[src/hw/rtl/assert_macros.svh]
// Assertion macros shared by the RTL of the ray/sphere intersection block.
// Expects clk_i and rst_ni (active low) in the scope of each use.
`ifndef ASSERT_MACROS_SVH
`define ASSERT_MACROS_SVH

// Check a property on every rising edge outside reset.
`define ASSERT_AT(lbl, prop, msg) \
  lbl: assert property (@(posedge clk_i) disable iff (!rst_ni) prop) \
    else $error(msg);

// Check that a condition never holds.
`define ASSERT_NEVER(lbl, expr, msg) \
  `ASSERT_AT(lbl, !(expr), msg)

`endif

[src/hw/rtl/rsi_pkg.sv]
// Package of the ray/sphere intersection block: widths, codes and word types.
// No dependencies; used by every module of the block.
`default_nettype none

package rsi_pkg;

  localparam int COORD_W         = 24;
  localparam int DIR_W           = 16;
  localparam int RADIUS_W        = 23;
  localparam int COORD_FRAC_BITS = 8;
  localparam int DIR_FRAC_BITS   = 14;

  localparam int DELTA_W = COORD_W + 1;
  localparam int DOTP_W  = DELTA_W + DIR_W;
  localparam int DOT_W   = DOTP_W + 2;
  localparam int H_W     = DOT_W - DIR_FRAC_BITS;
  localparam int SQ_W    = 2 * DELTA_W;
  localparam int SQS_W   = SQ_W + 2;
  localparam int RR_W    = 2 * (RADIUS_W + 1);
  localparam int C_W     = SQS_W + 1;
  localparam int HH_W    = 2 * H_W;
  localparam int DISC_W  = HH_W + 1;
  localparam int RAD_W   = DISC_W - 1;
  localparam int ROOT_W  = RAD_W / 2;
  localparam int REM_W   = RAD_W + 1;
  localparam int T_W     = H_W + 2;

  localparam int CFG_IDX_W  = 2;
  localparam int CFG_DATA_W = 24;

  localparam int FIFO_DEPTH = 4;
  localparam int FIFO_AW    = $clog2(FIFO_DEPTH);

  typedef enum logic [1:0] {
    HIT_MISS    = 2'd0,
    HIT_OUTSIDE = 2'd1,
    HIT_INSIDE  = 2'd2
  } hit_kind_e;

  typedef enum logic [CFG_IDX_W-1:0] {
    CFG_CENTER_X = 2'd0,
    CFG_CENTER_Y = 2'd1,
    CFG_CENTER_Z = 2'd2,
    CFG_RADIUS   = 2'd3
  } cfg_idx_e;

  typedef struct packed {
    logic signed [COORD_W-1:0] origin_x;
    logic signed [COORD_W-1:0] origin_y;
    logic signed [COORD_W-1:0] origin_z;
    logic signed [DIR_W-1:0]   dir_x;
    logic signed [DIR_W-1:0]   dir_y;
    logic signed [DIR_W-1:0]   dir_z;
  } ray_t;

  typedef struct packed {
    hit_kind_e                 hit_kind;
    logic signed [COORD_W-1:0] distance;
  } hit_t;

  typedef struct packed {
    logic signed [COORD_W-1:0] center_x;
    logic signed [COORD_W-1:0] center_y;
    logic signed [COORD_W-1:0] center_z;
    logic [RADIUS_W-1:0]       radius;
  } sphere_t;

  typedef struct packed {
    logic signed [H_W-1:0]    h;
    logic signed [DISC_W-1:0] disc;
  } disc_t;

endpackage

`default_nettype wire

[src/hw/rtl/rsi_fifo.sv]
// Short queue of discriminant words between the front and back pipelines.
// Depends on rsi_pkg and assert_macros.svh.
`default_nettype none

module rsi_fifo (
  input  logic           clk_i,
  input  logic           rst_ni,
  input  logic           push_i,
  input  rsi_pkg::disc_t push_word_i,
  output logic           full_o,
  input  logic           pop_i,
  output logic           empty_o,
  output rsi_pkg::disc_t pop_word_o
);
  import rsi_pkg::*;

  `include "assert_macros.svh"

  disc_t              mem_q [FIFO_DEPTH];
  logic [FIFO_AW-1:0] wr_q, rd_q;
  logic [FIFO_AW:0]   cnt_q;

  assign full_o     = cnt_q == (FIFO_AW + 1)'(FIFO_DEPTH);
  assign empty_o    = cnt_q == '0;
  assign pop_word_o = mem_q[rd_q];

  always_ff @(posedge clk_i) begin
    if (push_i) begin
      mem_q[wr_q] <= push_word_i;
    end
  end

  always_ff @(posedge clk_i or negedge rst_ni) begin
    if (!rst_ni) begin
      wr_q  <= '0;
      rd_q  <= '0;
      cnt_q <= '0;
    end else begin
      if (push_i) begin
        wr_q <= wr_q + 1'b1;
      end
      if (pop_i) begin
        rd_q <= rd_q + 1'b1;
      end
      if (push_i && !pop_i) begin
        cnt_q <= cnt_q + 1'b1;
      end else if (pop_i && !push_i) begin
        cnt_q <= cnt_q - 1'b1;
      end
    end
  end

  `ASSERT_NEVER(a_fifo_overflow, push_i && full_o, "word pushed into full queue")
  `ASSERT_NEVER(a_fifo_underflow, pop_i && empty_o, "word popped from empty queue")

endmodule

`default_nettype wire

[config.mk]
export PLATFORM = sky130hd
export DESIGN_NAME = rsi_fifo
export DESIGN_NICKNAME = d
export VERILOG_FILES = /design/src/hw/rtl/rsi_pkg.sv /design/src/hw/rtl/rsi_fifo.sv
export VERILOG_INCLUDE_DIRS = /design/src /design/src/hw/rtl
export SDC_FILE = /design/constraint.sdc
export NUM_CORES = 1
export LEC_CHECK = 0
export ABC_AREA = 1
export BUFFER_PORTS_ARGS = -buffer_cell sky130_fd_sc_hd__buf_2
export CORE_MARGIN = 2
export CORE_UTILIZATION = 60
export CTS_CLUSTER_DIAMETER = 120
export CTS_CLUSTER_SIZE = 10
export DETAILED_ROUTE_END_ITERATION = 10
export GPL_TIMING_DRIVEN = 0
export PLACE_DENSITY = 0.83
export SYNTH_ARGS = -nofsm -noshare
export SYNTH_HDL_FRONTEND = slang
export SYNTH_SLANG_ARGS = --single-unit
[constraint.sdc]
create_clock -name clk_i -period 4.52 [get_ports clk_i]
set_input_delay 0.904 -clock clk_i [delete_from_list [all_inputs] [get_ports clk_i]]
set_output_delay 0.904 -clock clk_i [all_outputs]
set_load 0.05 [all_outputs]
==> results of run 1 <==
## stage by stage
step / worst slack [ns] / std cells / hold WS (ns)
after floorplan: 1.18 / 1074 / 0.463
after global placement: -0.250 / 1574 / 0.488
after detailed placement: 1.77 / 1578 / 0.522
after CTS: 1.22 / 1627 / 0.203
after global routing: 1.11 / 1628 / 0.212
final: 1.23 / 1631 / 0.219
## worst register-to-register path, cell delays in order, from the launching register on
cell	delay (ns)
dfrtp_1	0.40
inv_1	0.10
ha_1	0.14
nand2_1	0.08
inv_4	0.56
buf_12	0.35
## layout make-up
| cell class | count | area, µm² |
|---|---|---|
| fillers | 1525 | 6670 |
| multi-input cells | 468 | 2500 |
| well taps | 319 | 399 |
| repair buffers | 185 | 1010 |
| clock buffers | 49 | 1060 |
| plain buffers | 59 | 295 |
| inverters | 188 | 716 |
| diodes | 4 | 10.0 |
| flip-flops and latches | 359 | 10700 |
## state kept, by name, indices dropped and copies added, names as in the netlist
register	cells
wr_q	2
cnt_q	3
mem_q	352
rd_q	2
## cells by family (layout without fill, tap and decap cells)
family / Yosys count / after routing / share of synthesized area, %
other cells: 0 / 4 / 0
xor+xnor: 4 / 4 / 0.246
fa+ha+maj: 6 / 6 / 0.579
compound gates: 177 / 177 / 9.31
flops: 359 / 359 / 75.4
simple gates: 281 / 281 / 7.45
buf+inv: 247 / 481 / 7.02
## cell usage in the layout, fill, tap and decap left out, drive strengths merged
cell type / instances
buf: 227
clkbuf: 66
dfrtp: 7
diode: 4
edfxtp: 352
fa: 1
ha: 5
inv: 188
nand2: 277
nand3: 1
nand4: 1
nor3: 2
o211ai: 176
o21ai: 1
xnor2: 1
xor2: 3
## worst paths after layout
| path | slack, ns | cells after the start | end | startpoint |
|---|---|---|---|---|
| worst max-delay path | 1.23 | 7 | pop_word_o[73] | rd_q[1]$_DFFE_PN0P_ |
| worst min-delay path | 0.22 | 1 | rd_q[1]$_DFFE_PN0P_ | rst_ni |
| worst max register to register | 2.55 | 5 | mem_q[1][13]$_DFFE_PP_ | wr_q[1]$_DFFE_PN0P_ |
| worst min register to register | 0.53 | 1 | wr_q[0]$_DFFE_PN0P_ | wr_q[0]$_DFFE_PN0P_ |
| max in group asynchronous | 4.14 | 1 | wr_q[1]$_DFFE_PN0P_ | rst_ni |
| min in group clk_i | 0.53 | 1 | wr_q[0]$_DFFE_PN0P_ | wr_q[0]$_DFFE_PN0P_ |
## layer usage
metal	share of wire (%)	up-vias	global-route usage [%]
met5	0.18	-	0
met2	51	363	43.0
met1	38	4300	31.1
met4	2.6	8	9.82
li1	-	4182	-
met3	8.7	71	6.19
==> metrics.cfg, run 1 <==
[synth]
ys_warn_count=0
async_flop_share_pct=1.95
netlist.area_leader.share_pct=74.2
synthesis.nets=1172
synth_ff_type=edfxtp_1
synth.avg_cell_area_um2=13.3
synthTopCellsByArea=edfxtp_1 74%, o211ai_1 9.3%, nand2_1 7.3%
synth_common_cells=352 x edfxtp_1, 277 x nand2_1, 187 x inv_1
synth_top_area_cell=edfxtp_1
yosysMostFrequentCell=edfxtp_1
netlist_area_um2=14300
ys_ff_latch=359
netlist_instances=1074
yosysSeqAreaShare_pct=75.4
synth_edf_count=352
synth_cell_type_count=18

[die]
ioPinCount=182
dieArea_um2=25000
die_h_um=158
rows=56
fp.dieW_um=158
initial_utilization_pct=60.9
core_um2=23400

[placed_design]
dp_hpwl_um=18800
portBuffers=181
placed_cell_area_um2=15700
place_congestion=0.765

[worst_setup_path]
slowest_stage=dfrtp_1
start_kind=flop
criticalPathCategory=flop to primary output
cp_common_cell=buf_2
path_buf_inv=5
crit_arrival_ns=2.39
critPathMaxFanout=10
end_kind=primary output
cpPeakStageDelay_ns=0.36
cp_cell_sequence=buf_2 > inv_2 > buf_4 > buf_2 > o211ai_1 > nand2_1 > buf_2
cp_data_required_time_ns=3.62
cp_top_family=buffers and inverters

[route]
routed_wl_um=30900
wl_per_cell_um=19.0
drtPass1Iterations=5
drcViolationCount=0
num_vias=8924
drt-initial-drc-count=660
ant_nets=0
via_per_inst=5.47

[global_routing]
first_global_vias=9060
antenna_found_initial=6
grt_pass1_wl_um=47000
track_usage_pct=25.2
grt_max_degree=56
grt_remaining_overflow=0

[cts]
cts_setup_buffers=0
clock_latency_ns=0.51
cts-hold-fix-buffers=0
clk_pin_slew_ns=0.05
cts-root-buf=clkbuf_16
clockBufferDepth=3
clock-sinks=359
cts.repair.resized=0
cts_tree=yes
numCtsBuffers=41
cts.htree.levels=2

[finish]
layout-drive-gt1-share_pct=20.5
syn2layout_area_growth_pct=17.4
final_area_um2=16700
finish.utilization_pct=71.5
nets=1400

[timing]
max_slew.worst_pin.slew_ns=0.764
timing.final.crit_period_ns=3.29
rsz0062_at_grt=false
drv_slew=0
setup-tns-final_ns=0
finalHoldViolations=0
fin_crit_sh_pct=72.8
finClkSkew_ns=0.00961
fmax_mhz=304
max_slew_margin_pct=49.1
finalSetupViolations=0

[min_path]
hold_path_class=input pin to async pin

[run_status]
status=finished clean

[flow_run]
cap_violations=0

Power of run 1 is left out: the tool's default activity adds up to more than one toggle a clock period on the data nets, which glitch-free logic cannot reach.
==> inputs of run 2 (changes only) <==
--- a/config.mk
+++ b/config.mk
@@ -9,12 +9,12 @@
 export ABC_AREA = 1
 export BUFFER_PORTS_ARGS = -buffer_cell sky130_fd_sc_hd__buf_2
 export CORE_MARGIN = 2
-export CORE_UTILIZATION = 60
+export CORE_UTILIZATION = 58
 export CTS_CLUSTER_DIAMETER = 120
 export CTS_CLUSTER_SIZE = 10
 export DETAILED_ROUTE_END_ITERATION = 10
 export GPL_TIMING_DRIVEN = 0
-export PLACE_DENSITY = 0.83
+export PLACE_DENSITY = 0.81
 export SYNTH_ARGS = -nofsm -noshare
 export SYNTH_HDL_FRONTEND = slang
 export SYNTH_SLANG_ARGS = --single-unit
==> constraint.sdc (replaced) <==
create_clock -name clk_i -period 3.03 [get_ports clk_i]
set_input_delay 0.606 -clock clk_i [delete_from_list [all_inputs] [get_ports clk_i]]
set_output_delay 0.606 -clock clk_i [all_outputs]
set_load 0.05 [all_outputs]
==> run 2 against run 1 <==
Net effect: non-clock buffer count is 6 higher; critical path depth shrank 2; die area rose by 3.4%; routed wire length increased by 0.90%; final cell count is 0.67% higher; critical path type unchanged; largest cell class unchanged; highest routed layer unchanged.
==> metrics.cfg, run 2 (same netlist as run 1, synthesis figures left out) <==
[worst_setup_path]
critPathMaxFanout=10  ; unchanged
end_kind=primary output  ; unchanged
critPathLaunch=rd_q[0]$_DFFE_PN0P_  ; was rd_q[1]$_DFFE_PN0P_
r2r_cells=5  ; unchanged
crit_arrival_ns=2.28  ; was 2.39 ns
cp_cell_sequence=buf_2 > clkbuf_1 > o211ai_1 > nand2_1 > buf_2  ; was buf_2 > inv_2 > buf_4 > buf_2 > o211ai_1 > nand2_1 > buf_2
criticalPathCategory=flop to primary output  ; unchanged
rr_startpoint=wr_q[0]$_DFFE_PN0P_  ; was wr_q[1]$_DFFE_PN0P_
r2r_setup_slack_ns=0.69  ; was 2.55 ns
cpPeakStageDelay_ns=0.47  ; was 0.36 ns
cp_common_cell=buf_2  ; unchanged
slowest_stage=clkbuf_1  ; was dfrtp_1
cp_data_required_time_ns=2.42  ; was 3.62 ns
start_kind=flop  ; unchanged
worstReg2RegEnd=mem_q[2][29]$_DFFE_PP_  ; was mem_q[1][13]$_DFFE_PP_
crit_end=pop_word_o[40]  ; was pop_word_o[73]

[cts]
cts.htree.levels=2  ; unchanged
cts_tree=yes  ; unchanged
clock-sinks=359  ; unchanged
clk_pin_slew_ns=0.05  ; about the same
numCtsBuffers=41  ; unchanged
cts_setup_buffers=0  ; unchanged
cts-root-buf=clkbuf_16  ; unchanged
clockBufferDepth=3  ; unchanged
clock_latency_ns=0.51  ; about the same

[flow_run]
cap_violations=0  ; unchanged

[timing]
timing.final.crit_period_ns=2.88
max_slew_margin_pct=37.8  ; was 49.1%
drv_slew=0  ; unchanged
holdWs_ns=0.309  ; was 0.219 ns
finClkSkew_ns=0.0132  ; was 0.00961 ns
finalHoldViolations=0  ; unchanged
fmax_mhz=347
max_slew.worst_pin.slew_ns=0.931  ; was 0.764 ns
fin_crit_sh_pct=95.2
rsz0062_at_grt=false  ; unchanged
finalSetupViolations=0  ; unchanged

[finish]
final_common_cell=edfxtp_1  ; unchanged
largest_reg_flops=352  ; unchanged
regMostFlops=mem_q  ; unchanged
syn2layout_area_growth_pct=18.2  ; was 17.4%
top_regs=mem_q (352), cnt_q (3)  ; unchanged
multi_input_comb_area_um2=2500  ; unchanged
seq_area_um2=10700  ; unchanged
layout-drive-gt1-share_pct=21.2  ; was 20.5%
fillerInstances=1601  ; was 1525
final_cell_mix=352 x edfxtp_1, 277 x nand2_1, 207 x buf_2  ; unchanged
nets=1406  ; was 1400

[route]
drcViolationCount=0  ; unchanged
drtPass1Iterations=5  ; unchanged
num_vias=8986  ; was 8924
via_per_inst=5.47  ; about the same
drt-initial-drc-count=943  ; was 660
ant_nets=0  ; unchanged
wl_per_cell_um=19.0  ; about the same
routed_wl_um=31200  ; was 30900 µm

[global_routing]
grt_remaining_overflow=0  ; unchanged
track_usage_pct=24.0  ; was 25.2%
first_global_vias=8787  ; was 9060
antenna_found_initial=5  ; was 6
grt_pass1_wl_um=47500  ; was 47000 µm
grt_max_degree=38  ; was 56

[die]
ioPinCount=182  ; unchanged
dieArea_um2=25800  ; was 25000 µm²
core_um2=24200  ; was 23400 µm²
die_h_um=161  ; was 158 µm
initial_utilization_pct=58.8  ; was 60.9%
rows=57  ; was 56
fp.dieW_um=161  ; was 158 µm

[placed_design]
dp_hpwl_um=19300  ; was 18800 µm
place_congestion=0.756  ; was 0.765
portBuffers=181  ; unchanged

[run_status]
status=finished clean  ; unchanged

[min_path]
hold_path_class=input pin to flop  ; was input pin to async pin

run 2: changes by cell type in the layout (fill, tap and decap cells not counted), sizes merged:
cell and change:
buf +5, clkinvlp +4, dlygate4sd3 +1, inv -4
run 2: layer usage:
layer | GRT usage (%) | up-vias | routed length [µm]
met5 | 0 | - | 27
met2 | 40.9 | 435 | 15700
met1 | 31.3 | 4296 | 11900
met3 | 5.84 | 54 | 3070
li1 | - | 4197 | -
met4 | 6.94 | 4 | 500
run 2: layout make-up:
class | instances | area share, %
antenna | 4 | 0.0594
buffer | 59 | 1.79
clock buffer | 49 | 6.27
inverter | 188 | 4.29
multi-input combinational | 468 | 14.9
sequential | 359 | 63.8
tap | 324 | 2.41
timing repair buffer | 191 | 6.55
run 2: worst min path at each step:
stage | startpoint | end | slack (ns) | depth (start not counted)
2_1_floorplan | rst_ni | cnt_q[0]$_DFFE_PN0P_ | 0.31 | 0
3_3_place_gp | rst_ni | cnt_q[0]$_DFFE_PN0P_ | 0.44 | 1
3_5_place_dp | rst_ni | cnt_q[0]$_DFFE_PN0P_ | 0.44 | 1
4_1_cts | push_word_i[3] | mem_q[0][3]$_DFFE_PP_ | 0.29 | 1
5_1_grt | push_word_i[3] | mem_q[0][3]$_DFFE_PP_ | 0.30 | 1
6_report | push_word_i[70] | mem_q[0][70]$_DFFE_PP_ | 0.31 | 1
run 2: through the flow:
step / TNS, ns / std cells / instance area, µm² / utilization [%] / setup slack (ns)
after detailed placement: 0 / 1588 / 15800 / 65.0 / 0.440
after CTS: 0 / 1638 / 16800 / 69.4 / 0.00262
after global routing: 0 / 1639 / 16800 / 69.5 / 0.0374
after floorplan: 0 / 1074 / 14300 / - / 0.483
after global placement: -235.30 / 1579 / 15600 / 64.2 / -0.704
final: 0 / 1642 / 16800 / 69.5 / 0.147
run 2: what timing repair did:
item,CTS,global route
setup endpoints to repair,0,39
hold buffers,1,0
gates resized for setup,0,11
endpoints found under the hold margin,7,0
run 2: critical path: cells and delay by family, from the launching register on:
kind	cells	cell delay, ns
AO/OA/AOI/OAI	1	0.20
buffers and inverters	3	1.06
flip-flops	1	0.36
AND/OR/NAND/NOR	1	0.14
Power of run 2 is left out for the same reason.
==> inputs of run 3 (changes only) <==
--- a/config.mk
+++ b/config.mk
@@ -9,12 +9,12 @@
 export ABC_AREA = 1
 export BUFFER_PORTS_ARGS = -buffer_cell sky130_fd_sc_hd__buf_2
 export CORE_MARGIN = 2
-export CORE_UTILIZATION = 58
+export CORE_UTILIZATION = 45
 export CTS_CLUSTER_DIAMETER = 120
 export CTS_CLUSTER_SIZE = 10
 export DETAILED_ROUTE_END_ITERATION = 10
 export GPL_TIMING_DRIVEN = 0
-export PLACE_DENSITY = 0.81
+export PLACE_DENSITY = 0.66
 export SYNTH_ARGS = -nofsm -noshare
 export SYNTH_HDL_FRONTEND = slang
 export SYNTH_SLANG_ARGS = --single-unit
==> run 3 against run 2 <==
Net effect: maximum frequency fell by 2.2%; register-to-register slack about the same; clock skew increased by 0.0027 ns; highest routed layer unchanged.
==> metrics.cfg, run 3 (same netlist as run 1, synthesis figures left out) <==
[run_status]
status=finished clean  ; unchanged

[route]
num_vias=8675  ; was 8986
via_per_inst=5.02  ; was 5.47
drcViolationCount=0  ; unchanged
routed_wl_um=31400  ; was 31200 µm
drt-initial-drc-count=563  ; was 943
drtPass1Iterations=5  ; unchanged
wl_per_cell_um=18.2  ; was 19.0 µm
ant_nets=0  ; unchanged

[global_routing]
grt_remaining_overflow=0  ; unchanged
track_usage_pct=19.0  ; was 24.0%
grt_max_degree=36  ; was 38
grt_pass1_wl_um=47900  ; was 47500 µm
first_global_vias=8654  ; was 8787
antenna_found_initial=8  ; was 5

[worst_setup_path]
critPathLaunch=rd_q[1]$_DFFE_PN0P_  ; was rd_q[0]$_DFFE_PN0P_
start_kind=flop  ; unchanged
criticalPathCategory=flop to primary output  ; unchanged
r2r_setup_slack_ns=0.70  ; was 0.69 ns
r2r_cells=5  ; unchanged
end_kind=primary output  ; unchanged
cp_data_required_time_ns=2.42  ; about the same
crit_end=pop_word_o[77]  ; was pop_word_o[40]
worstReg2RegEnd=mem_q[2][35]$_DFFE_PP_  ; was mem_q[2][29]$_DFFE_PP_
critPathMaxFanout=10  ; unchanged
rr_startpoint=wr_q[0]$_DFFE_PN0P_  ; unchanged
crit_arrival_ns=2.34  ; was 2.28 ns

[timing]
finalSetupViolations=0  ; unchanged
timing.final.crit_period_ns=2.95  ; was 2.88 ns
drv_slew=0  ; unchanged
fmax_mhz=339  ; was 347 MHz
fin_crit_sh_pct=97.3  ; was 95.2%
max_slew.worst_pin.slew_ns=0.908  ; was 0.931 ns
max_slew_margin_pct=39.3  ; was 37.8%
finalHoldViolations=0  ; unchanged
rsz0062_at_grt=false  ; unchanged
finClkSkew_ns=0.0159  ; was 0.0132 ns
setup_slack_ns=0.0821  ; was 0.147 ns

[finish]
final_cell_mix=352 x edfxtp_1, 277 x nand2_1, 206 x buf_2  ; was 352 x edfxtp_1, 277 x nand2_1, 207 x buf_2
layout-drive-gt1-share_pct=21.6  ; was 21.2%
regMostFlops=mem_q  ; unchanged
nets=1406  ; unchanged
largest_reg_flops=352  ; unchanged
final_common_cell=edfxtp_1  ; unchanged
syn2layout_area_growth_pct=19.4  ; was 18.2%
top_regs=mem_q (352), cnt_q (3)  ; unchanged

[cts]
clk_pin_slew_ns=0.06  ; was 0.05 ns
cts_tree=yes  ; unchanged
cts.htree.levels=2  ; unchanged
clock-sinks=359  ; unchanged
cts-root-buf=clkbuf_16  ; unchanged
numCtsBuffers=41  ; unchanged
clock_latency_ns=0.52  ; was 0.51 ns
clockBufferDepth=3  ; unchanged
cts_setup_buffers=0  ; unchanged

[die]
ioPinCount=182  ; unchanged
die_h_um=182  ; was 161 µm
fp.dieW_um=182  ; was 161 µm
dieArea_um2=33100  ; was 25800 µm²
rows=65  ; was 57
initial_utilization_pct=45.4  ; was 58.8%
core_um2=31400  ; was 24200 µm²

[flow_run]
cap_violations=0  ; unchanged

[placed_design]
place_congestion=0.722  ; was 0.756
dp_hpwl_um=19700  ; was 19300 µm
post-place-ws_ns=0.468  ; was 0.440 ns
portBuffers=181  ; unchanged

[power_and_ir_drop]
power.total_uw=19900
p_leak_uw=0.00685
ir_drop_mv=0.761
powerDensity_nw_per_um2=1170

[min_path]
hold_path_class=input pin to flop  ; unchanged

-- run 3: through the flow --
step / area, µm² / util (%) / std cells / hold WS [ns] / TNS (ns)
after floorplan: 14300 / - / 1074 / 0.310 / 0
after global placement: 15700 / 49.9 / 1657 / 0.458 / -273.95
after detailed placement: 15900 / 50.5 / 1666 / 0.460 / 0
after CTS: 17000 / 54.1 / 1720 / 0.272 / 0
after global routing: 17000 / 54.2 / 1724 / 0.272 / 0
final: 17000 / 54.2 / 1728 / 0.295 / 0
-- run 3: power breakdown --
group / leakage, µW / internal (µW) / switching (µW)
registers: 0.00332 / 6490 / 211
logic: 0.00299 / 2030 / 6850
clock network: 0.000545 / 2530 / 1750
-- run 3: how the worst min path moves through the flow --
| stage | from | endpoint | slack (ns) | depth (start not counted) |
|---|---|---|---|---|
| floorplan | rst_ni | cnt_q[0]$_DFFE_PN0P_ | 0.31 | 0 |
| global placement | rst_ni | cnt_q[2]$_DFFE_PN0P_ | 0.46 | 1 |
| detailed placement | rst_ni | cnt_q[2]$_DFFE_PN0P_ | 0.46 | 1 |
| CTS | push_word_i[85] | mem_q[3][85]$_DFFE_PP_ | 0.27 | 1 |
| global route | push_word_i[85] | mem_q[3][85]$_DFFE_PP_ | 0.27 | 1 |
| finish | push_word_i[85] | mem_q[3][85]$_DFFE_PP_ | 0.29 | 1 |
-- run 3: timing repair --
item / 4_1_cts / 5_1_grt
resized for setup: 4 / 13
endpoints found under the setup margin: 50 / 46
endpoints found under the hold margin: 7 / 0
gates cloned: 0 / 0
hold buffers: 1 / 0
-- run 3: cell type report --
type	count	area [µm²]
fillers	2614	14400
flip-flops and latches	359	10700
multi-input cells	468	2500
clock buffers	52	1110
repair buffers	191	1100
inverters	188	723
well taps	402	503
plain buffers	59	309
diodes	8	20.0
clock inverters	1	8.76
-- run 3: routing by layer --
layer	global-route usage, %	up-vias	routed length [µm]
li1	-	4209	-
met1	25.2	4191	13600
met2	31.8	224	15500
met3	3.91	49	1730
met4	6.00	2	633
met5	0	-	8
-- run 3: worst max-delay path, stage by stage, from the launching register on --
cell	delay, ns
dfrtp_1	0.35
buf_2	0.22
inv_4	0.19
clkbuf_1	0.46
o211ai_1	0.20
nand2_1	0.13
buf_2	0.27
Power figures use the tool's default switching activity.
